## src/design/pms_pkg.sv

```systemverilog
package pms_pkg;

    // Coordinate width of points and strip vertices
    localparam int CoordBits = 16;
    localparam int ColorW    = 32;
    localparam int HwW       = 12;
    localparam logic [HwW-1:0] HwReset = 12'd16;

    // Configuration port
    localparam int AddrW = 3;
    localparam int DataW = 32;
    localparam logic RegHalfWidth = 1'b0;

    // Vector to normalize: segment delta or sum of two unit vectors
    localparam int VecW = (CoordBits + 1 > 19) ? CoordBits + 1 : 19;
    // Magnitude register, wide enough to hold the vector and the [2^30, 2^31) window
    localparam int MagW = (VecW > 31) ? VecW : 31;
    // Q16 unit vector component, covers +/-65536
    localparam int UW   = 18;
    // Vertex offset
    localparam int OffW = 17;
    localparam int SumW = ((CoordBits > OffW) ? CoordBits : OffW) + 1;

    // Shared multiplier
    localparam int MulW  = 32;
    localparam int ProdW = 64;

    // Square root unit
    localparam int SqW   = 64;
    localparam int RootW = 32;

    // Divider: quotient bits, divisor bits, dividend bits
    localparam int DivQW = 17;
    localparam int DivDW = 32;
    localparam int DivNW = DivQW + DivDW - 1;

    // Miter divisor (Q16) and its floor of 1/4
    localparam int DotW = 18;
    localparam logic [DotW-1:0] DotMin = 18'd16384;

endpackage

```

## src/design/pms_div.sv

```systemverilog
module pms_div (
    input  logic                      clk,
    input  logic                      rst_n,
    input  logic                      start,
    input  logic [pms_pkg::DivNW-1:0] num,
    input  logic [pms_pkg::DivDW-1:0] den,
    output logic                      done,
    output logic [pms_pkg::DivQW-1:0] quot
);
    import pms_pkg::*;

    localparam int CntW = $clog2(DivQW + 1);

    logic [DivDW-1:0] rem_reg;
    logic [DivQW-1:0] low_reg;
    logic [DivQW-1:0] q_reg;
    logic [DivDW-1:0] den_reg;
    logic [CntW-1:0]  cnt_reg;
    logic             busy_reg;
    logic             done_reg;
    logic [DivDW:0]   trial;
    logic [DivDW:0]   diff;
    logic             ge;

    // Restoring division, one quotient bit per cycle; the caller keeps
    // the high dividend bits below the divisor
    always_comb
    begin
        trial = {rem_reg, low_reg[DivQW-1]};
        diff  = trial - {1'b0, den_reg};
        ge    = (trial >= {1'b0, den_reg});
    end

    always_ff @(posedge clk or negedge rst_n)
    begin
        if (!rst_n)
        begin
            rem_reg  <= '0;
            low_reg  <= '0;
            q_reg    <= '0;
            den_reg  <= '0;
            cnt_reg  <= '0;
            busy_reg <= 1'b0;
            done_reg <= 1'b0;
        end
        else if (start)
        begin
            rem_reg  <= {1'b0, num[DivNW-1:DivQW]};
            low_reg  <= num[DivQW-1:0];
            den_reg  <= den;
            q_reg    <= '0;
            cnt_reg  <= CntW'(DivQW);
            busy_reg <= 1'b1;
            done_reg <= 1'b0;
        end
        else if (busy_reg)
        begin
            rem_reg <= ge ? diff[DivDW-1:0] : trial[DivDW-1:0];
            low_reg <= low_reg << 1;
            q_reg   <= {q_reg[DivQW-2:0], ge};
            cnt_reg <= cnt_reg - 1'b1;
            if (cnt_reg == CntW'(1))
            begin
                busy_reg <= 1'b0;
                done_reg <= 1'b1;
            end
        end
        else
        begin
            done_reg <= 1'b0;
        end
    end

    assign done = done_reg;
    assign quot = q_reg;

endmodule

```

## config.mk

```make
export PLATFORM = sky130hd
export DESIGN_NAME = pms_div
export DESIGN_NICKNAME = d
export VERILOG_FILES = /design/src/design/pms_pkg.sv /design/src/design/pms_div.sv
export SDC_FILE = /design/constraint.sdc
export NUM_CORES = 1
export LEC_CHECK = 0
export BUFFER_PORTS_ARGS = -buffer_cell sky130_fd_sc_hd__clkbuf_2
export CORE_MARGIN = 2
export CORE_UTILIZATION = 35
export CTS_BUF_LIST = sky130_fd_sc_hd__clkbuf_8
export DETAILED_ROUTE_END_ITERATION = 8
export HOLD_SLACK_MARGIN = 0.15
export PLACE_DENSITY_LB_ADDON = 0.08
export RECOVER_POWER = 100
export SKIP_LAST_GASP = 1
export SLEW_MARGIN = 10
export SYNTH_ARGS = -nofsm -noshare
export SYNTH_HDL_FRONTEND = slang
export SYNTH_SLANG_ARGS = --single-unit
```

## constraint.sdc

```tcl
create_clock -name clk -period 4.3 [get_ports clk]
set_clock_uncertainty 0.05 [all_clocks]
set_input_delay 0.645 -clock clk [delete_from_list [all_inputs] [get_ports clk]]
set_output_delay 0.645 -clock clk [all_outputs]
set_load 0.005 [all_outputs]
```

Yosys cells after proc, flatten, opt, wreduce, memory -nomap -nowiden
Index checks and enable logic that the tools add are counted.
- memories: 0
- bits in registers: 105
- logic and storage cells: 28
- bits in writable memories: 0
- bits in latches: 0
- ROM bits: 0
- shift-type cells: 0
- divide/modulo/power cells: 0
- multiply operators: 0
- order comparisons: 1
- bitwise operators: 0
- equal/unequal tests: 2
- mux-type cells: 15
- reductions and logical operators: 1
- add/sub/neg operators: 2
- operators with widths (operator ; number):
    32-bit 2-to-1 mux ; 3
    17-bit 2-to-1 mux ; 4
    33-bit by 32-bit greater-or-equal comparator with 1-bit output ; 1
    32-bit subtractor ; 1
    5-bit 2-to-1 mux ; 2
    1-bit 2-to-1 mux ; 6
    5-bit by 1-bit equality test with 1-bit output (second input constant) ; 1
    5-bit by 1-bit subtractor with 5-bit output (second input constant) ; 1
    3-bit by 2-bit inequality test with 1-bit output (second input constant) ; 1
    2-bit nonzero test ; 1

Longest topological paths before layout
- depth after elaboration: 4
- mapped depth: 13
- gate-level depth less buffers: 12

Least setup slack after synthesis
OpenSTA, ideal clock, no wires.
- path kind: reg2reg
- start: register rem_reg[2]
- end: register rem_reg[28]
- library setup time: 0.142 ns
- setup slack: 1.399 ns
- path buffers: 1
- arrival time: 2.709 ns
- required time: 4.108 ns
- period minus slack after synthesis: 2.901 ns
- cell stages (with the launch flop): 12
- cells stage by stage: dfrtp_1 ha_1 nand3_1 o21bai_4 a2111oi_4 nor4b_1 a211o_1 o41a_1 clkbuf_1 and3_1 a21oi_1 o221ai_1
- cells in the longest elaborated chain, start to end: 4
- ends and longest elaborated chain (what ; RTL line ; source):
    start, declared ; pms_div.sv:14 ; logic [DivDW-1:0] rem_reg;
    start signal, assigned ; pms_div.sv:48 ; rem_reg <= {1'b0, num[DivNW-1:DivQW]};
    start signal, assigned ; pms_div.sv:58 ; rem_reg <= ge ? diff[DivDW-1:0] : trial[DivDW-1:0];
    32-bit subtractor or 33-bit by 32-bit greater-or-equal comparator with 1-bit output (tied branches) ; pms_div.sv:30, pms_div.sv:31 ;
    32-bit 2-to-1 mux * ; pms_div.sv:58 ;
    32-bit 2-to-1 mux * ; pms_div.sv:56 ; else if (busy_reg)
    32-bit 2-to-1 mux * ; pms_div.sv:46 ; else if (start)
Mark *: on every way between the ends. The rest lies on a longest branch, timed or not. The select of a mux whose other input is x is not followed.
A chain may end at the register's enable or synchronous reset.

Worst setup path in the final report
- start: register rem_reg[0]
- end: register rem_reg[4]
Same word-level chain as after synthesis.

==> summary.md <==
| Metric | Value |
|---|---|
| Rows | 49 |
| VDD IR max | 0.267 mV |
| Synth top area share | 40.6% |
| Clock Path Buffers | 2 |
| Synth Area per Inst | 8.69 um^2 |
| CP arrival | 3950 ps |
| Vias per cell | 5.15 |
| Global-route wire length before repair | 27.6 mm |
| Final Hold Fails | 0 |
| Slew @ Worst Pin | 1640 ps |
| Worst Hold End | low_reg[0] |
| Origin of the critical flop-to-flop path | rem_reg[0] |
| Initial antenna violation count | 0 |
| Setup slack after layout | 637 ps |
| Ys async rst share | 100% |
| Final antenna-violating net count | 0 |
| Hold depth | 3 |
| Max_slew headroom | -9.21% |
| Number of global-route vias before repair | 5428 |
| Net Switching | 2150 uW |
| Initial Util | 35.9% |
| Die Y | 140 um |
| Syn Inst Count | 744 |
| Predominant post-synthesis flop cell | dfrtp_1 |
| Die Wd | 140 um |
| Worst reg2reg path depth | 11 |
| Core Region | 18000 um^2 |
| GRT Util Overall | 17.2% |
| # diodes | 0 |
| Post-Route WL | 16.3 mm |
| Post-CTS setup buffer count | 0 |
| Int Power | 2700 uW |
| Max H-tree Level | 3 |
| Violated checks | capacitance limit, slew limit |
| Fin nets | 942 |
| DR DRC count | 0 |
| Clk pwr share | 13.9% |
| # hold bufs at CTS | 0 |
| R2r endpoint | rem_reg[4] |
| Tcrit/Tclk final | 85.2% |
| Post-synth EDFFs | 0 |
| CP required | 4580 ps |
| Die footprint | 19600 um^2 |
| CP Launch Type | flop |
| Reg2reg setup slack | 640 ps |
| IO Count | 101 |
| CTS tree | done |
| Port Buf Inserts | 100 |
| DR iter-0 viols | 278 |
| HPWL after DPL | 12.0 mm |
| LEAKAGE | 0.00372 uW |
| Share of layout cells above drive strength 1 | 14.6% |
| RSZ-0062 raised after global routing | no |
| Hold Crit Start | num[0] |
| Net Sw Frac | 44.4% |
| Synth area leaders | dfrtp_1 41%, ha_1 6.6%, nand2_1 6.3% |
| Setup Viol. Count Final | 0 |
| Pwr per Cell Area | 660 nW/um^2 |
| Largest net degree at the start of global routing | 76 |
| Max Clk Rate | 273 MHz |
| Clock latency on the worst-skew pair | 390 ps |
| Gpl congestion | 0.941 |
| Crit Path Max Fanout | 22 |
| Drt wl/cell | 15.4 um |
| CP Capture Type | flop |
| Clock sink count | 105 |
| Status | complete, but fails checks |
| HP Class | input port to flop |
| Max Cap Viol | 2 |
| Netlist cell types | 53 |
| Setup TNS | 0 ps |
| Syn_nets | 862 |
| CTS root buffer | clkbuf_8 |
| Yosys warnings | 0 |
| Logic pwr share | 56.6% |
| Via count | 5444 |
| GRT overflow | 0 |
| Final Max Slew Viols | 100 |
| Total CTS buffers | 9 |
| Cell accounting for the most synthesized area | dfrtp_1 |
| CTS clk-pin slew, worst paths | 110 ps |
| Min Hold Slack | 404 ps |
| Pre-CTS setup slack | 945 ps |
| Reg power frac | 29.4% |
| Period minus WS final | 3660 ps |
| Drt pass-1 iters | 5 |
| CTS resizes | 0 |
| Fill cells | 1868 |
| Yosys reg bits | 105 |
| Post-Syn Area | 6460 um^2 |
| Crit Path Category | flop to flop |
| Layout Area Growth over Synthesis | 13.6% |
| Register area share after synthesis | 40.6% |
worst max path at each step:
stage | startpoint | end | slack (ps) | depth (start not counted)
final | rem_reg[0] | rem_reg[4] | 640 | 11
after global routing | rem_reg[2] | rem_reg[3] | 320 | 11
after CTS | rem_reg[0] | rem_reg[4] | 880 | 11
after detailed placement | den_reg[1] | rem_reg[4] | 940 | 12
after global placement | rem_reg[0] | rem_reg[4] | 1000 | 11
after floorplan | rem_reg[2] | rem_reg[28] | 1400 | 11
critical path, cell delays in order (launching register included):
cell and delay [ps]:
dfrtp_1 440, ha_1 340, nor2b_1 270, o21bai_4 110, a2111oi_4 390, nor4b_1 110, a211o_1 320, o41ai_2 820
buf_12 260, nand3_1 90, a311oi_1 290, a21o_1 120
cell usage in the layout, fill, tap and decap left out, types with 18 or more instances in the layout:
cell type,netlist,routed
o21ai_0,63,67
xnor2_1,18,18
inv_1,45,45
nor2_1,71,71
nand2_1,109,109
clkbuf_2,0,91
mux2i_1,37,37
a21o_1,26,26
a21oi_1,52,52
ha_1,34,34
dfrtp_1,105,105
cells by family after synthesis:
family	Yosys count	synth area share, %
AND/OR/NAND/NOR	240	16.2
XOR/XNOR	30	4.06
buffers and inverters	85	5.09
AO/OA/AOI/OAI	211	21.2
flip-flops	105	40.6
multiplexers	38	5.90
adder cells (fa/ha/maj)	35	6.89
metrics by stage:
stage / cell area (um^2) / std cells / utilization (%) / power, uW
after global placement: 7180 / 1042 / 39.8 / 4170
after CTS: 7390 / 1058 / 41.0 / 4900
after detailed placement: 7180 / 1042 / 39.8 / 4200
final: 7340 / 1058 / 40.7 / 4850
after floorplan: 6460 / 744 / - / 3530
after global routing: 7340 / 1058 / 40.7 / 5300
cell usage after synthesis (4+ instances only):
cell type / instances
clkbuf_1: 31
a21o_1: 26
nor3b_1: 5
xnor2_1: 18
nor2b_1: 8
o21ai_0: 63
nand3_1: 9
o211ai_1: 4
dfrtp_1: 105
a211o_1: 4
xor2_1: 12
inv_1: 45
o21a_1: 6
ha_1: 34
mux2i_1: 37
nor3_1: 7
nand4_1: 8
buf_1: 6
nor2_1: 71
a21oi_1: 52
o21ai_1: 7
nand2_1: 109
a311oi_1: 12
a211oi_1: 8
nand2b_1: 8
o31ai_1: 6
layout make-up:
cell class	count	area [um^2]	share of cell area [%]
Inverter	45	169	2.30
Timing Repair Buffer	109	554	7.55
Clock inverter	6	71.3	0.971
Sequential cell	105	2630	35.8
Tap cell	229	287	3.90
Clock buffer	10	138	1.87
Multi-Input combinational cell	554	3500	47.6
power by group through the flow:
stage	registers [uW]	clock network (uW)	logic (uW)
after floorplan	1370	0	2160
after global placement	1450	0	2730
after detailed placement	1450	0	2750
after CTS	1430	703	2760
after global routing	1460	742	3090
final	1430	674	2750
per-layer routing:
metal  track usage, %  share of wire [%]  vias up
met3             2.87                4.6       17
met4             4.58                1.5        0
met5                0                  0        -
met1             24.4                 48     2571
met2             27.4                 45      112
li1                 -                  -     2744
(Power assumes the default switching activity.)
