<file path="src/design/pms_pkg.sv">
package pms_pkg;

    // Coordinate width of points and strip vertices
    localparam int CoordBits = 16;
    localparam int ColorW    = 32;
    localparam int HwW       = 12;
    localparam logic [HwW-1:0] HwReset = 12'd16;

    // Configuration port
    localparam int AddrW = 3;
    localparam int DataW = 32;
    localparam logic RegHalfWidth = 1'b0;

    // Vector to normalize: segment delta or sum of two unit vectors
    localparam int VecW = (CoordBits + 1 > 19) ? CoordBits + 1 : 19;
    // Magnitude register, wide enough to hold the vector and the [2^30, 2^31) window
    localparam int MagW = (VecW > 31) ? VecW : 31;
    // Q16 unit vector component, covers +/-65536
    localparam int UW   = 18;
    // Vertex offset
    localparam int OffW = 17;
    localparam int SumW = ((CoordBits > OffW) ? CoordBits : OffW) + 1;

    // Shared multiplier
    localparam int MulW  = 32;
    localparam int ProdW = 64;

    // Square root unit
    localparam int SqW   = 64;
    localparam int RootW = 32;

    // Divider: quotient bits, divisor bits, dividend bits
    localparam int DivQW = 17;
    localparam int DivDW = 32;
    localparam int DivNW = DivQW + DivDW - 1;

    // Miter divisor (Q16) and its floor of 1/4
    localparam int DotW = 18;
    localparam logic [DotW-1:0] DotMin = 18'd16384;

endpackage

</file>
<file path="src/design/pms_sqrt.sv">
module pms_sqrt (
    input  logic                      clk,
    input  logic                      rst_n,
    input  logic                      start,
    input  logic [pms_pkg::SqW-1:0]   radicand,
    output logic                      done,
    output logic [pms_pkg::RootW-1:0] root
);
    import pms_pkg::*;

    logic [SqW-1:0] rem_reg;
    logic [SqW-1:0] res_reg;
    logic [SqW-1:0] bit_reg;
    logic           busy_reg;
    logic           done_reg;
    logic [SqW-1:0] trial;
    logic           fits;

    // One result bit per cycle, two radicand bits consumed per step
    always_comb
    begin
        trial = res_reg + bit_reg;
        fits  = (rem_reg >= trial);
    end

    always_ff @(posedge clk or negedge rst_n)
    begin
        if (!rst_n)
        begin
            rem_reg  <= '0;
            res_reg  <= '0;
            bit_reg  <= '0;
            busy_reg <= 1'b0;
            done_reg <= 1'b0;
        end
        else if (start)
        begin
            rem_reg  <= radicand;
            res_reg  <= '0;
            bit_reg  <= SqW'(1) << (SqW - 2);
            busy_reg <= 1'b1;
            done_reg <= 1'b0;
        end
        else if (busy_reg)
        begin
            if (fits)
            begin
                rem_reg <= rem_reg - trial;
                res_reg <= (res_reg >> 1) + bit_reg;
            end
            else
            begin
                res_reg <= res_reg >> 1;
            end
            bit_reg <= bit_reg >> 2;
            if (bit_reg[0])
            begin
                busy_reg <= 1'b0;
                done_reg <= 1'b1;
            end
        end
        else
        begin
            done_reg <= 1'b0;
        end
    end

    assign done = done_reg;
    assign root = res_reg[RootW-1:0];

endmodule

</file>
<file path="config.mk">
export PLATFORM = sky130hd
export DESIGN_NAME = pms_sqrt
export DESIGN_NICKNAME = d
export VERILOG_FILES = /design/src/design/pms_pkg.sv /design/src/design/pms_sqrt.sv
export SDC_FILE = /design/constraint.sdc
export NUM_CORES = 1
export LEC_CHECK = 0
export BUFFER_PORTS_ARGS = -buffer_cell sky130_fd_sc_hd__buf_2
export CORE_ASPECT_RATIO = 1.1
export CORE_MARGIN = 1
export CORE_UTILIZATION = 40
export DETAILED_ROUTE_END_ITERATION = 12
export HOLD_SLACK_MARGIN = 0.1
export PLACE_DENSITY = 0.53
export SLEW_MARGIN = 20
export SYNTH_ARGS = -nofsm -noshare
export SYNTH_HDL_FRONTEND = slang
export SYNTH_SLANG_ARGS = --single-unit
</file>
<file path="constraint.sdc">
create_clock -name clk -period 15.3 [get_ports clk]
set_input_delay 3.06 -clock clk [delete_from_list [all_inputs] [get_ports clk]]
set_output_delay 3.06 -clock clk [all_outputs]
set_load 0.005 [all_outputs]
</file>
==> After elaboration in Yosys (flattened, before gate mapping) <==
Index checks and enable logic that the tools add are counted.
{ "op_classes": {"addsub": 3, "order_cmp": 1, "eq_ne": 1, "mux": 14, "n_reduce_logical": 3} }
{ "ops": {"columns": ["operator", "count"], "rows": [
  ["$mux W64", 8],
  ["$add A63 B64 Y64", 1],
  ["$add A64 B64 Y64", 1],
  ["$ge A64 B64 Y1", 1],
  ["$sub A64 B64 Y64", 1],
  ["$mux W1", 6],
  ["$reduce_bool A2 Y1", 2],
  ["$ne A3 B3 Y1 const B", 1],
  ["$reduce_and A2 Y1", 1]
]} }
{ "word_totals": {"reg_bits": 194, "in_bits": 67, "output_inout_bits": 33, "wordCells": 27} }

==> Logic depth before layout (Yosys ltp) <==
Gate-level depths: netlist of the first run.
{ "logic_depth": {"depth_word": 5, "ltp_mapped": 26, "ltp_nobuf": 23} }

==> Worst setup path after synthesis of the first run <==
No wires, ideal clock.
{ "synth_timing": {"kind": "flip-flop to flip-flop", "startpoint": "register res_reg[34]", "endpoint": "register res_reg[28]", "setup_ns": 0.132, "arrival_ns": 4.941, "required_time_ns": 15.168, "slack_ns": 10.227, "path_stages_with_launch": 24, "path_buffers": 3, "period_less_slack_ns": 5.073, "cell_sequence": "dfrtp_1 > ha_1 > and2_4 > nand2_1 > or3_1 > or4_1 > o21a_2 > o31ai_4 > a31oi_1 > o21bai_2 > xnor2_1 > ha_1 > buf_2 > a21oi_1 > o21ai_1 > a221oi_1 > o21a_1 > o31ai_1 > a211oi_2 > buf_4 > buf_4 > mux2_2 > mux2i_1 > nor2_1"} }
{ "synth_via": {"elab_chain_len": 5} }
{ "synth_lines": {"columns": ["item", "line_no", "text"], "rows": [
  ["start: declaration", "pms_sqrt.sv:12", "logic [SqW-1:0] res_reg;"],
  ["start signal: assignment", "pms_sqrt.sv:49", "res_reg <= (res_reg >> 1) + bit_reg;"],
  ["start signal: assignment", "pms_sqrt.sv:53", "res_reg <= res_reg >> 1;"],
  ["$add A64 B64 Y64", "pms_sqrt.sv:22", "trial = res_reg + bit_reg;"],
  ["$ge A64 B64 Y1", "pms_sqrt.sv:23", "fits = (rem_reg >= trial);"],
  ["$mux W64", "pms_sqrt.sv:46", "if (fits)"],
  ["$mux W64", "pms_sqrt.sv:44", "else if (busy_reg)"],
  ["$mux W64", "pms_sqrt.sv:36", "else if (start)"]
]} }
No other way between the ends. The select of a mux whose other input is x is not followed.
A chain may end at the register's enable or synchronous reset.

==> Worst setup path in the final report of the first run <==
{ "layout_timing": {"startpoint": "register bit_reg[0]", "endpoint": "register rem_reg[61]"} }
{ "layout_via": {"elab_chain_len": 5, "word_cells_on_any_way": 8, "classes_between": "add/sub: 2; order compare: 1; mux: 3; reduce/logical: 2"} }
{ "layout_lines": {"columns": ["item", "line_no", "text"], "rows": [
  ["start: declaration", "pms_sqrt.sv:13", "logic [SqW-1:0] bit_reg;"],
  ["start signal: assignment", "pms_sqrt.sv:40", "bit_reg <= SqW'(1) << (SqW - 2);"],
  ["start signal: assignment", "pms_sqrt.sv:55", "bit_reg <= bit_reg >> 2;"],
  ["$add A64 B64 Y64 (*)", "pms_sqrt.sv:22", null],
  ["$sub A64 B64 Y64", "pms_sqrt.sv:48", "rem_reg <= rem_reg - trial;"],
  ["$mux W64", "pms_sqrt.sv:46", null],
  ["$mux W64", "pms_sqrt.sv:44", null],
  ["$mux W64", "pms_sqrt.sv:36", null],
  ["end signal: assignment", "pms_sqrt.sv:38", "rem_reg <= radicand;"],
  ["end signal: assignment", "pms_sqrt.sv:48", null],
  ["end: declaration", "pms_sqrt.sv:11", "logic [SqW-1:0] rem_reg;"]
]} }
Every way passes the cells marked *; elsewhere a longest branch is shown, timed or not. The select of a mux whose other input is x is not followed.

==> results of run 1 <==
## power groups by stage
stage / Sequential, mW / Combinational, mW / Clock, mW
2_1_floorplan: 0.595 / 1.52 / 0
3_3_place_gp: 0.653 / 1.88 / 0
3_5_place_dp: 0.652 / 1.89 / 0
4_1_cts: 0.647 / 1.89 / 0.483
5_1_grt: 0.661 / 2.13 / 0.497
6_report: 0.651 / 1.91 / 0.470
## routing by layer
metal | global-route usage [%] | wire length [microns] | share of wire, % | vias to the layer above
met2 | 37.6 | 21700 | 42 | 372
met1 | 37.5 | 26300 | 51 | 7305
li1 | - | - | - | 7570
met4 | 7.77 | 1110 | 2.2 | 0
met5 | 0 | 0 | 0 | -
met3 | 2.86 | 2060 | 4.0 | 54
## cell type report
type	count	area (sq um)	share of cell area, %
multi-input cells	1714	11300	65.0
well taps	507	634	3.66
repair buffers	110	591	3.41
flip-flops and latches	162	4060	23.4
clock inverters	14	175	1.01
inverters	42	158	0.910
clock buffers	18	439	2.54
## cells in the mapped netlist, types with 34 or more instances
master	count
sky130_fd_sc_hd__a211oi_1	34
sky130_fd_sc_hd__a21o_1	44
sky130_fd_sc_hd__a21oi_1	181
sky130_fd_sc_hd__a31oi_1	63
sky130_fd_sc_hd__buf_4	41
sky130_fd_sc_hd__clkbuf_1	69
sky130_fd_sc_hd__dfrtp_1	162
sky130_fd_sc_hd__ha_1	130
sky130_fd_sc_hd__inv_1	42
sky130_fd_sc_hd__mux2i_1	54
sky130_fd_sc_hd__nand2_1	190
sky130_fd_sc_hd__nand4_1	42
sky130_fd_sc_hd__nor2_1	244
sky130_fd_sc_hd__nor3_1	37
sky130_fd_sc_hd__o21ai_0	101
sky130_fd_sc_hd__o21ai_1	58
sky130_fd_sc_hd__o21bai_1	37
sky130_fd_sc_hd__xnor2_1	71
sky130_fd_sc_hd__xor2_1	63
## path summary, 6_finish.rpt
check                              end  cells past startpoint  slack [ns]
setup / recovery           rem_reg[61]                     25        7.92
hold / removal             bit_reg[62]                      1        0.56
setup reg to reg           rem_reg[61]                     25        7.92
hold reg to reg            bit_reg[62]                      1        0.56
max in group asynchronous  res_reg[36]                      2       11.55
min in group asynchronous   rem_reg[6]                      1        2.53
## worst max-delay path, stage by stage (launching register included)
cell	delay (ns)
sky130_fd_sc_hd__dfrtp_1	0.42
sky130_fd_sc_hd__ha_1	0.22
sky130_fd_sc_hd__ha_1	0.21
sky130_fd_sc_hd__a21oi_1	0.24
sky130_fd_sc_hd__o21ai_1	0.19
sky130_fd_sc_hd__a21oi_1	0.36
sky130_fd_sc_hd__a21oi_1	0.22
sky130_fd_sc_hd__a311oi_1	0.58
sky130_fd_sc_hd__nor2_1	0.09
sky130_fd_sc_hd__and4bb_1	0.32
sky130_fd_sc_hd__nor2_1	0.08
sky130_fd_sc_hd__a211oi_1	0.24
sky130_fd_sc_hd__xor2_1	0.20
sky130_fd_sc_hd__ha_1	0.33
sky130_fd_sc_hd__and3_1	0.26
sky130_fd_sc_hd__and2_1	0.19
sky130_fd_sc_hd__a221oi_1	0.28
sky130_fd_sc_hd__o21a_1	0.17
sky130_fd_sc_hd__o31ai_1	0.10
sky130_fd_sc_hd__a211oi_4	0.28
sky130_fd_sc_hd__buf_4	0.53
sky130_fd_sc_hd__nand2b_4	0.47
sky130_fd_sc_hd__buf_4	0.67
sky130_fd_sc_hd__nor3_1	0.11
sky130_fd_sc_hd__a211oi_1	0.25
sky130_fd_sc_hd__o22ai_1	0.10
## logic make-up after synthesis
| kind of cell | synth area share, % |
|---|---|
| AOI/OAI and AO/OA | 29.0 |
| xor gates and xnor gates | 7.24 |
| adders and majority gates | 10.2 |
| buffers and inverters | 5.58 |
| DFF | 25.0 |
| muxes | 3.61 |
| and+or+nand+nor | 19.4 |
==> reports/results.tsv, run 1 <==
metric	value	unit
routed vias/inst	5.96	
share of the synthesized area in the top cell type	25.0	%
initial antenna violation count	0	
Total Neg Setup Slack	0	ns
DPL Wire Length	38.7	mm
arrival time of data at the critical path endpoint	7.71	ns
final weighted congestion in routability-driven placement	0.927	
signed area change from the synthesized netlist to the final layout	6.89	%
area leader, netlist	sky130_fd_sc_hd__dfrtp_1	
setup skew after layout	0.0114	ns
final-report setup violation count	0	
setup slack of the critical path after layout	7.92	ns
Max rail drop VDD	0.122	mV
Post-CTS Resized	0	
path type of the worst min-delay path	reg -> reg	
routed vias	15301	
slew at the pin closest to its max-slew limit	0.907	ns
number of enable-type register cells in the synthesized netlist	0	
critical path class	reg -> reg	
Critical Path Sink Type	flip-flop	
combinational share of power	63.0	%
number of optimization iterations in the first detailed-route pass	6	
DRC marker count from the first detailed-route iteration	1184	
standard-cell rows	76	
final standard cell utilization of the core	43.8	%
placeable core region	39600	sq um
number of clock buffers inserted by TritonCTS	17	
Seq/Total Area, Yosys	25.0	%
post-CTS setup buffers	0	
average wire length per cell after detail routing	19.9	microns
total power per unit cell area	175	nW/um^2
timing startpoint of the critical path	bit_reg[0]	
max capacitance violation total	0	
Clock Latency Late Sink	0.47	ns
Top Ports	100	
synthesized netlist cell count	2064	
Final Net Count	2245	
total length of routed wires	51.2	mm
Post-CTS Hold Fix Bufs	0	
final critical-path share of the clock period	48.2	%
largest buffer count on any clock path	2	
fraction of power consumed by the clock network	15.5	%
DP Worst Slack	7.97	ns
total power draw	3.03	mW
DIE HEIGHT	213	microns
DP Cell Count	2535	
share of final-layout standard cells stronger than drive strength 1	9.90	%
max-slew violations	0	
global route overflow	0	
total nets after synthesis	2262	
Primary FF master, synth	sky130_fd_sc_hd__dfrtp_1	
element type at the critical path start	flip-flop	
post-route cell area	17300	sq um
Syn. warnings	0	
All-Layer GR Usage	25.1	%
distinct cell type count after synthesis	90	
peak clock frequency supported by timing	135	MHz
switching share of power	50.2	%
number of global-route vias before repair	14392	
fin crit period	7.38	ns
Layout fillers	4049	
fraction of registers with async set or reset after synthesis	100	%
cell area reported after detailed placement	16700	sq um
worst slew margin relative to its limit	39.5	%
Synth area leaders	sky130_fd_sc_hd__dfrtp_1, sky130_fd_sc_hd__ha_1, sky130_fd_sc_hd__nor2_1	
DRC violation count after routing	0	
Fin. Hold Viols	0	
required time worst endpoint	15.63	ns
clock-pin slew of the registers on the worst-case setup and hold paths	0.07	ns
TritonCTS clock tree	built	
netlist area before placement	16200	sq um
Die X	194	microns
global-route wire length before repair	81.5	mm
Post-Syn Area per Cell	7.85	sq um
internal power summed over all cells	1.51	mW
worst hold margin	0.557	ns
clock sink total	162	
share of power burned in registers	21.5	%
run status	complete, no violations	
number of buffers inserted by port buffering	99	
largest net degree at the start of global routing	80	
clk root buf	sky130_fd_sc_hd__clkbuf_16	
leakage	7.57	nW
setup repair after global routing missed its margin	no	
commonest cells after routing, fill and taps aside	sky130_fd_sc_hd__nor2_1, sky130_fd_sc_hd__nand2_1, sky130_fd_sc_hd__a21oi_1	
NetSw	1.52	mW
final cell count without fillers	2567	
Clock H-tree levels	4	
Starting Density	41.0	%
critical path peak fanout	74	
FF+latch count, synth	162	
hold path startpoint	bit_reg[62]	
post-detailed-route count of antenna-violating nets	0	
Antenna Cells	0	
die outline area	41300	sq um
most frequent standard cell in the layout excluding fill and tap cells	sky130_fd_sc_hd__nor2_1	
Reg-to-Reg Start	bit_reg[0]	
Note: power is estimated with default switching activity, not from simulation.
==> run 2: changes to the inputs <==
==> constraint.sdc (replaced) <==
create_clock -name clk -period 7.7 [get_ports clk]
set_input_delay 1.54 -clock clk [delete_from_list [all_inputs] [get_ports clk]]
set_output_delay 1.54 -clock clk [all_outputs]
set_load 0.005 [all_outputs]
==> reports/results.tsv, run 2 (synthesized netlist as in run 1, its figures left out) <==
metric	value	unit	change
peak clock frequency supported by timing	151	MHz	was 135 MHz
element type at the critical path start	flip-flop		unchanged
DRC marker count from the first detailed-route iteration	1213		was 1184
Post-CTS Resized	0		unchanged
commonest cells after routing, fill and taps aside	sky130_fd_sc_hd__nor2_1, sky130_fd_sc_hd__nand2_1, sky130_fd_sc_hd__a21oi_1		unchanged
R2R cell count	22		was 25
DIE HEIGHT	213	microns	unchanged
path type of the worst min-delay path	reg -> reg		unchanged
DRC violation count after routing	0		unchanged
DPL Wire Length	39.3	mm	was 38.7 mm
Die X	194	microns	unchanged
number of buffers inserted by port buffering	99		unchanged
footprint of the multi-input gates	11300	sq um	about the same
number of optimization iterations in the first detailed-route pass	6		unchanged
Max rail drop VDD	0.301	mV	was 0.122 mV
fin crit period	6.60	ns	was 7.38 ns
run status	complete, no violations		unchanged
Clock H-tree levels	4		unchanged
critical path peak fanout	110		was 74
post-route cell area	17300	sq um	about the same
Hold Path Depth	1		unchanged
routed vias/inst	5.97		was 5.96
setup repair after global routing missed its margin	no		unchanged
cell area reported after detailed placement	16700	sq um	about the same
max capacitance violation total	0		unchanged
DP Worst Slack	1.16	ns	was 7.97 ns
die outline area	41300	sq um	unchanged
All-Layer GR Usage	25.4	%	was 25.1%
signed area change from the synthesized netlist to the final layout	6.90	%	was 6.89%
standard-cell rows	76		unchanged
share of final-layout standard cells stronger than drive strength 1	9.95	%	was 9.90%
final-report setup violation count	0		unchanged
clk root buf	sky130_fd_sc_hd__clkbuf_16		unchanged
max-slew violations	0		unchanged
worst hold margin	0.562	ns	was 0.557 ns
required time worst endpoint	8.04	ns	was 15.63 ns
sequential cell area in the final layout	4060	sq um	unchanged
total power per unit cell area	349	nW/um^2	was 175 nW/um^2
Post-CTS Hold Fix Bufs	0		unchanged
final weighted congestion in routability-driven placement	0.963		was 0.927
global-route wire length before repair	82.1	mm	was 81.5 mm
CP peak stage delay	0.67	ns	about the same
number of clock buffers inserted by TritonCTS	17		unchanged
timing startpoint of the critical path	res_reg[2]		was bit_reg[0]
crit-path cells	ha_1, a31oi_1, a211oi_2, a21o_1, o2bb2ai_1, a21oi_2, o41ai_1, nand2_1, nand2_1, a31o_2, xnor2_1, ha_1, a21oi_1, o21ai_1, a211oi_1, o21ai_0, o31a_1, a211oi_4, buf_12, nand2_1, o221ai_1, a21oi_1		
hold path startpoint	bit_reg[62]		unchanged
post-CTS setup buffers	0		unchanged
average wire length per cell after detail routing	20.4	microns	was 19.9 microns
Clock Latency Late Sink	0.48	ns	was 0.47 ns
arrival time of data at the critical path endpoint	6.94	ns	was 7.71 ns
Slowest cell on crit path	sky130_fd_sc_hd__o41ai_1		was sky130_fd_sc_hd__buf_4
slew at the pin closest to its max-slew limit	0.991	ns	was 0.907 ns
global route overflow	0		unchanged
Layout fillers	4069		was 4049
TritonCTS clock tree	built		unchanged
post-detailed-route count of antenna-violating nets	0		unchanged
worst slew margin relative to its limit	32.3	%	was 39.5%
largest net degree at the start of global routing	111		was 80
Final Net Count	2246		was 2245
setup skew after layout	0.0216	ns	was 0.0114 ns
setup slack of the critical path after layout	1.10	ns	was 7.92 ns
Reg-to-Reg Start	res_reg[2]		was bit_reg[0]
Starting Density	41.0	%	unchanged
Total Neg Setup Slack	0	ns	unchanged
number of global-route vias before repair	14360		about the same
critical path class	reg -> reg		unchanged
Fin. Hold Viols	0		unchanged
clock sink total	162		unchanged
cell occurring most often along the worst timing path	sky130_fd_sc_hd__nand2_1		
most frequent standard cell in the layout excluding fill and tap cells	sky130_fd_sc_hd__nor2_1		unchanged
leakage	7.56	nW	was 7.57 nW
clock-pin slew of the registers on the worst-case setup and hold paths	0.08	ns	was 0.07 ns
final critical-path share of the clock period	85.7	%	was 48.2%
routed vias	15327		about the same
placeable core region	39600	sq um	unchanged
total length of routed wires	52.3	mm	was 51.2 mm
largest buffer count on any clock path	2		unchanged
Top Ports	100		unchanged
initial antenna violation count	0		unchanged
Antenna Cells	0		unchanged
Critical Path Sink Type	flip-flop		unchanged
-- run 2: worst paths after layout --
path	end	slack (ns)
setup / recovery	res_reg[56]	1.10
hold / removal	bit_reg[62]	0.56
setup reg to reg	res_reg[56]	1.10
hold reg to reg	bit_reg[62]	0.56
max in group asynchronous	rem_reg[49]	5.51
min in group asynchronous	rem_reg[7]	1.07
-- run 2: report_power, final --
group	total (mW)	internal, mW	switching, mW
clock network	0.893	0.434	0.459
logic	3.86	1.45	2.41
registers	1.29	1.06	0.233
total	6.04	2.94	3.11
-- run 2: layout make-up --
type / instances / share of cell area [%]
inverters: 42 / 0.910
repair buffers: 111 / 3.60
well taps: 507 / 3.66
multi-input cells: 1714 / 65.0
flip-flops and latches: 162 / 23.4
clock inverters: 15 / 0.946
clock buffers: 17 / 2.46
-- run 2: metrics by stage --
stage	power, mW	utilization (%)	instances
floorplan	4.19	-	2064
global placement	5.11	42.3	2536
detailed placement	5.11	42.3	2536
CTS	6.03	43.8	2568
global route	6.52	43.8	2568
finish	6.04	43.8	2568
-- run 2: routing by layer --
layer,vias up,routed length (microns),GRT usage [%]
met4,0,1010,7.61
li1,7572,-,-
met1,7354,26800,37.3
met2,344,22500,38.5
met5,-,0,0
met3,57,2080,3.17
-- run 2: critical path: cells and delay by family, from the launching register on --
family	cells	cell delay, ns
buf+inv	1	0.40
xor+xnor	1	0.13
compound gates	15	4.02
flops	1	0.45
simple gates	3	0.66
fa+ha+maj	2	0.71
==> run 3: changes to the inputs <==
--- a/config.mk
+++ b/config.mk
@@ -11,7 +11,7 @@
 export CORE_UTILIZATION = 40
 export DETAILED_ROUTE_END_ITERATION = 12
 export HOLD_SLACK_MARGIN = 0.1
-export PLACE_DENSITY = 0.53
+export PLACE_DENSITY = 0.68
 export SLEW_MARGIN = 20
 export SYNTH_ARGS = -nofsm -noshare
 export SYNTH_HDL_FRONTEND = slang
==> reports/results.tsv, run 3 (synthesized netlist as in run 1, its figures left out) <==
metric	value	unit	change
standard-cell rows	76		unchanged
Critical Path Sink Type	flip-flop		unchanged
critical path class	reg -> reg		unchanged
DRC violation count after routing	0		unchanged
arrival time of data at the critical path endpoint	7.04	ns	was 6.94 ns
TritonCTS clock tree	built		unchanged
Final Net Count	2246		unchanged
most frequent standard cell in the layout excluding fill and tap cells	sky130_fd_sc_hd__nor2_1		unchanged
total length of routed wires	47.8	mm	was 52.3 mm
final weighted congestion in routability-driven placement	0.934		was 0.963
DPL Wire Length	36.0	mm	was 39.3 mm
die outline area	41300	sq um	unchanged
post-CTS setup buffers	0		unchanged
clock sink total	162		unchanged
Total Neg Setup Slack	0	ns	unchanged
switching share of power	49.8	%	was 51.4%
worst slew margin relative to its limit	25.2	%	was 32.3%
setup repair after global routing missed its margin	no		unchanged
setup skew after layout	0.0127	ns	was 0.0216 ns
path type of the worst min-delay path	reg -> reg		unchanged
worst hold margin	0.559	ns	was 0.562 ns
required time worst endpoint	8.05	ns	was 8.04 ns
combinational share of power	63.1	%	was 63.9%
share of final-layout standard cells stronger than drive strength 1	9.95	%	unchanged
average wire length per cell after detail routing	18.6	microns	was 20.4 microns
kind of cell with the highest combined delay on the critical path	compound AO/OA/AOI/OAI gates		unchanged
share of power burned in registers	21.3	%	about the same
number of buffers inserted by port buffering	99		unchanged
global-route wire length before repair	77.8	mm	was 82.1 mm
Top Ports	100		unchanged
max-slew violations	0		unchanged
total power per unit cell area	344	nW/um^2	was 349 nW/um^2
clock-pin slew of the registers on the worst-case setup and hold paths	0.07	ns	was 0.08 ns
placeable core region	39600	sq um	unchanged
internal power summed over all cells	3.00	mW	was 2.94 mW
global route overflow	0		unchanged
fin crit period	6.69	ns	was 6.60 ns
Slowest cell on crit path	sky130_fd_sc_hd__a311oi_1		was sky130_fd_sc_hd__o41ai_1
Post-CTS Resized	0		unchanged
Clock H-tree levels	4		unchanged
post-detailed-route count of antenna-violating nets	0		unchanged
initial antenna violation count	0		unchanged
peak clock frequency supported by timing	149	MHz	was 151 MHz
Starting Density	41.0	%	unchanged
Die X	194	microns	unchanged
Post-CTS Hold Fix Bufs	0		unchanged
max capacitance violation total	0		unchanged
routed vias	15461		was 15.3k
NetSw	2.97	mW	was 3.11 mW
number of optimization iterations in the first detailed-route pass	7		was 6
number of clock buffers inserted by TritonCTS	17		unchanged
largest net degree at the start of global routing	162		was 111
CP peak stage delay	0.61	ns	was 0.67 ns
largest buffer count on any clock path	2		unchanged
fraction of power consumed by the clock network	15.6	%	was 14.8%
number of global-route vias before repair	14455		was 14.4k
routed vias/inst	6.02		was 5.97
clk root buf	sky130_fd_sc_hd__clkbuf_16		unchanged
Clock Latency Late Sink	0.48	ns	about the same
leakage	7.58	nW	was 7.56 nW
final-report setup violation count	0		unchanged
Fin. Hold Viols	0		unchanged
number of buffer and inverter stages on the critical path	2		was 1
Max rail drop VDD	0.251	mV	was 0.301 mV
DIE HEIGHT	213	microns	unchanged
critical path peak fanout	109		was 110
commonest cells after routing, fill and taps aside	sky130_fd_sc_hd__nor2_1, sky130_fd_sc_hd__nand2_1, sky130_fd_sc_hd__a21oi_1		unchanged
run status	complete, no violations		unchanged
Antenna Cells	0		unchanged
final critical-path share of the clock period	86.9	%	was 85.7%
slew at the pin closest to its max-slew limit	1.12	ns	was 0.991 ns
signed area change from the synthesized netlist to the final layout	7.19	%	was 6.90%
All-Layer GR Usage	23.5	%	was 25.4%
DRC marker count from the first detailed-route iteration	1308		was 1213
element type at the critical path start	flip-flop		unchanged
[run 3: cell types whose count changed in the layout (fill, tap and decap cells not counted), sizes merged]
| cell | delta |
|---|---|
| bufinv | +2 |
| inv | +1 |
| clkinv | -4 |
| clkinvlp | +1 |
[run 3: power groups by stage]
| stage | logic, mW | registers (mW) | clock network, mW |
|---|---|---|---|
| 6_report | 3.77 | 1.27 | 0.930 |
| 5_1_grt | 4.22 | 1.30 | 0.979 |
| 4_1_cts | 3.74 | 1.27 | 0.951 |
| 3_5_place_dp | 3.72 | 1.28 | 0 |
| 3_3_place_gp | 3.67 | 1.27 | 0 |
| 2_1_floorplan | 3.01 | 1.18 | 0 |
[run 3: worst reg2reg max path, cell delays in order, from the launching register on]
cell and delay [ns]:
sky130_fd_sc_hd__dfrtp_1 0.42, sky130_fd_sc_hd__ha_1 0.21, sky130_fd_sc_hd__ha_1 0.21, sky130_fd_sc_hd__a21oi_1 0.24, sky130_fd_sc_hd__o21ai_1 0.18, sky130_fd_sc_hd__a21oi_1 0.38
sky130_fd_sc_hd__a21oi_1 0.23, sky130_fd_sc_hd__a311oi_1 0.61, sky130_fd_sc_hd__nor2_1 0.10, sky130_fd_sc_hd__and4bb_1 0.33, sky130_fd_sc_hd__nor2_1 0.08, sky130_fd_sc_hd__a211oi_1 0.25
sky130_fd_sc_hd__xor2_1 0.24, sky130_fd_sc_hd__ha_1 0.34, sky130_fd_sc_hd__and3_1 0.26, sky130_fd_sc_hd__and2_1 0.19, sky130_fd_sc_hd__a221oi_1 0.34, sky130_fd_sc_hd__o21a_1 0.17
sky130_fd_sc_hd__o31ai_1 0.10, sky130_fd_sc_hd__a211oi_4 0.24, sky130_fd_sc_hd__buf_4 0.30, sky130_fd_sc_hd__nand2b_4 0.21, sky130_fd_sc_hd__buf_12 0.29, sky130_fd_sc_hd__nor3_1 0.29
sky130_fd_sc_hd__a211oi_1 0.23, sky130_fd_sc_hd__o22ai_1 0.11
[run 3: worst paths after layout]
check	start	to	slack, ns	cells after the start
max reg2reg	bit_reg[0]	rem_reg[61]	1.01	25
max in group asynchronous	rst_n	res_reg[21]	5.12	3
max	bit_reg[0]	rem_reg[61]	1.01	25
min reg2reg	done	done	0.56	2
min in group asynchronous	rst_n	bit_reg[8]	0.98	1
min	done	done	0.56	2
[run 3: final cells by class]
type	count	area [sq um]
clock inverter	15	190
inverter	42	158
sequential	162	4060
fill	3995	22200
tap	507	634
timing repair buffer	111	643
clock buffer	17	425
multi-input combinational	1714	11300
[run 3: layer usage]
layer  GRT usage [%]  up-vias  share of wire, %
met1            32.7     7329                47
li1                -     7581                 -
met2            37.3      480                45
met3            2.91       71               5.4
met5               0        -                 0
met4            8.81        0               2.7
[run 3: per-stage QoR]
step	util, %	instances	cell area, sq um	setup WS [ns]	power, mW
2_1_floorplan	-	2064	16200	2.63	4.19
5_1_grt	43.9	2568	17400	0.554	6.49
6_report	43.9	2568	17400	1.01	5.97
3_5_place_dp	42.3	2535	16700	1.11	5.00
4_1_cts	43.8	2567	17300	1.06	5.95
3_3_place_gp	42.3	2535	16700	1.26	4.94
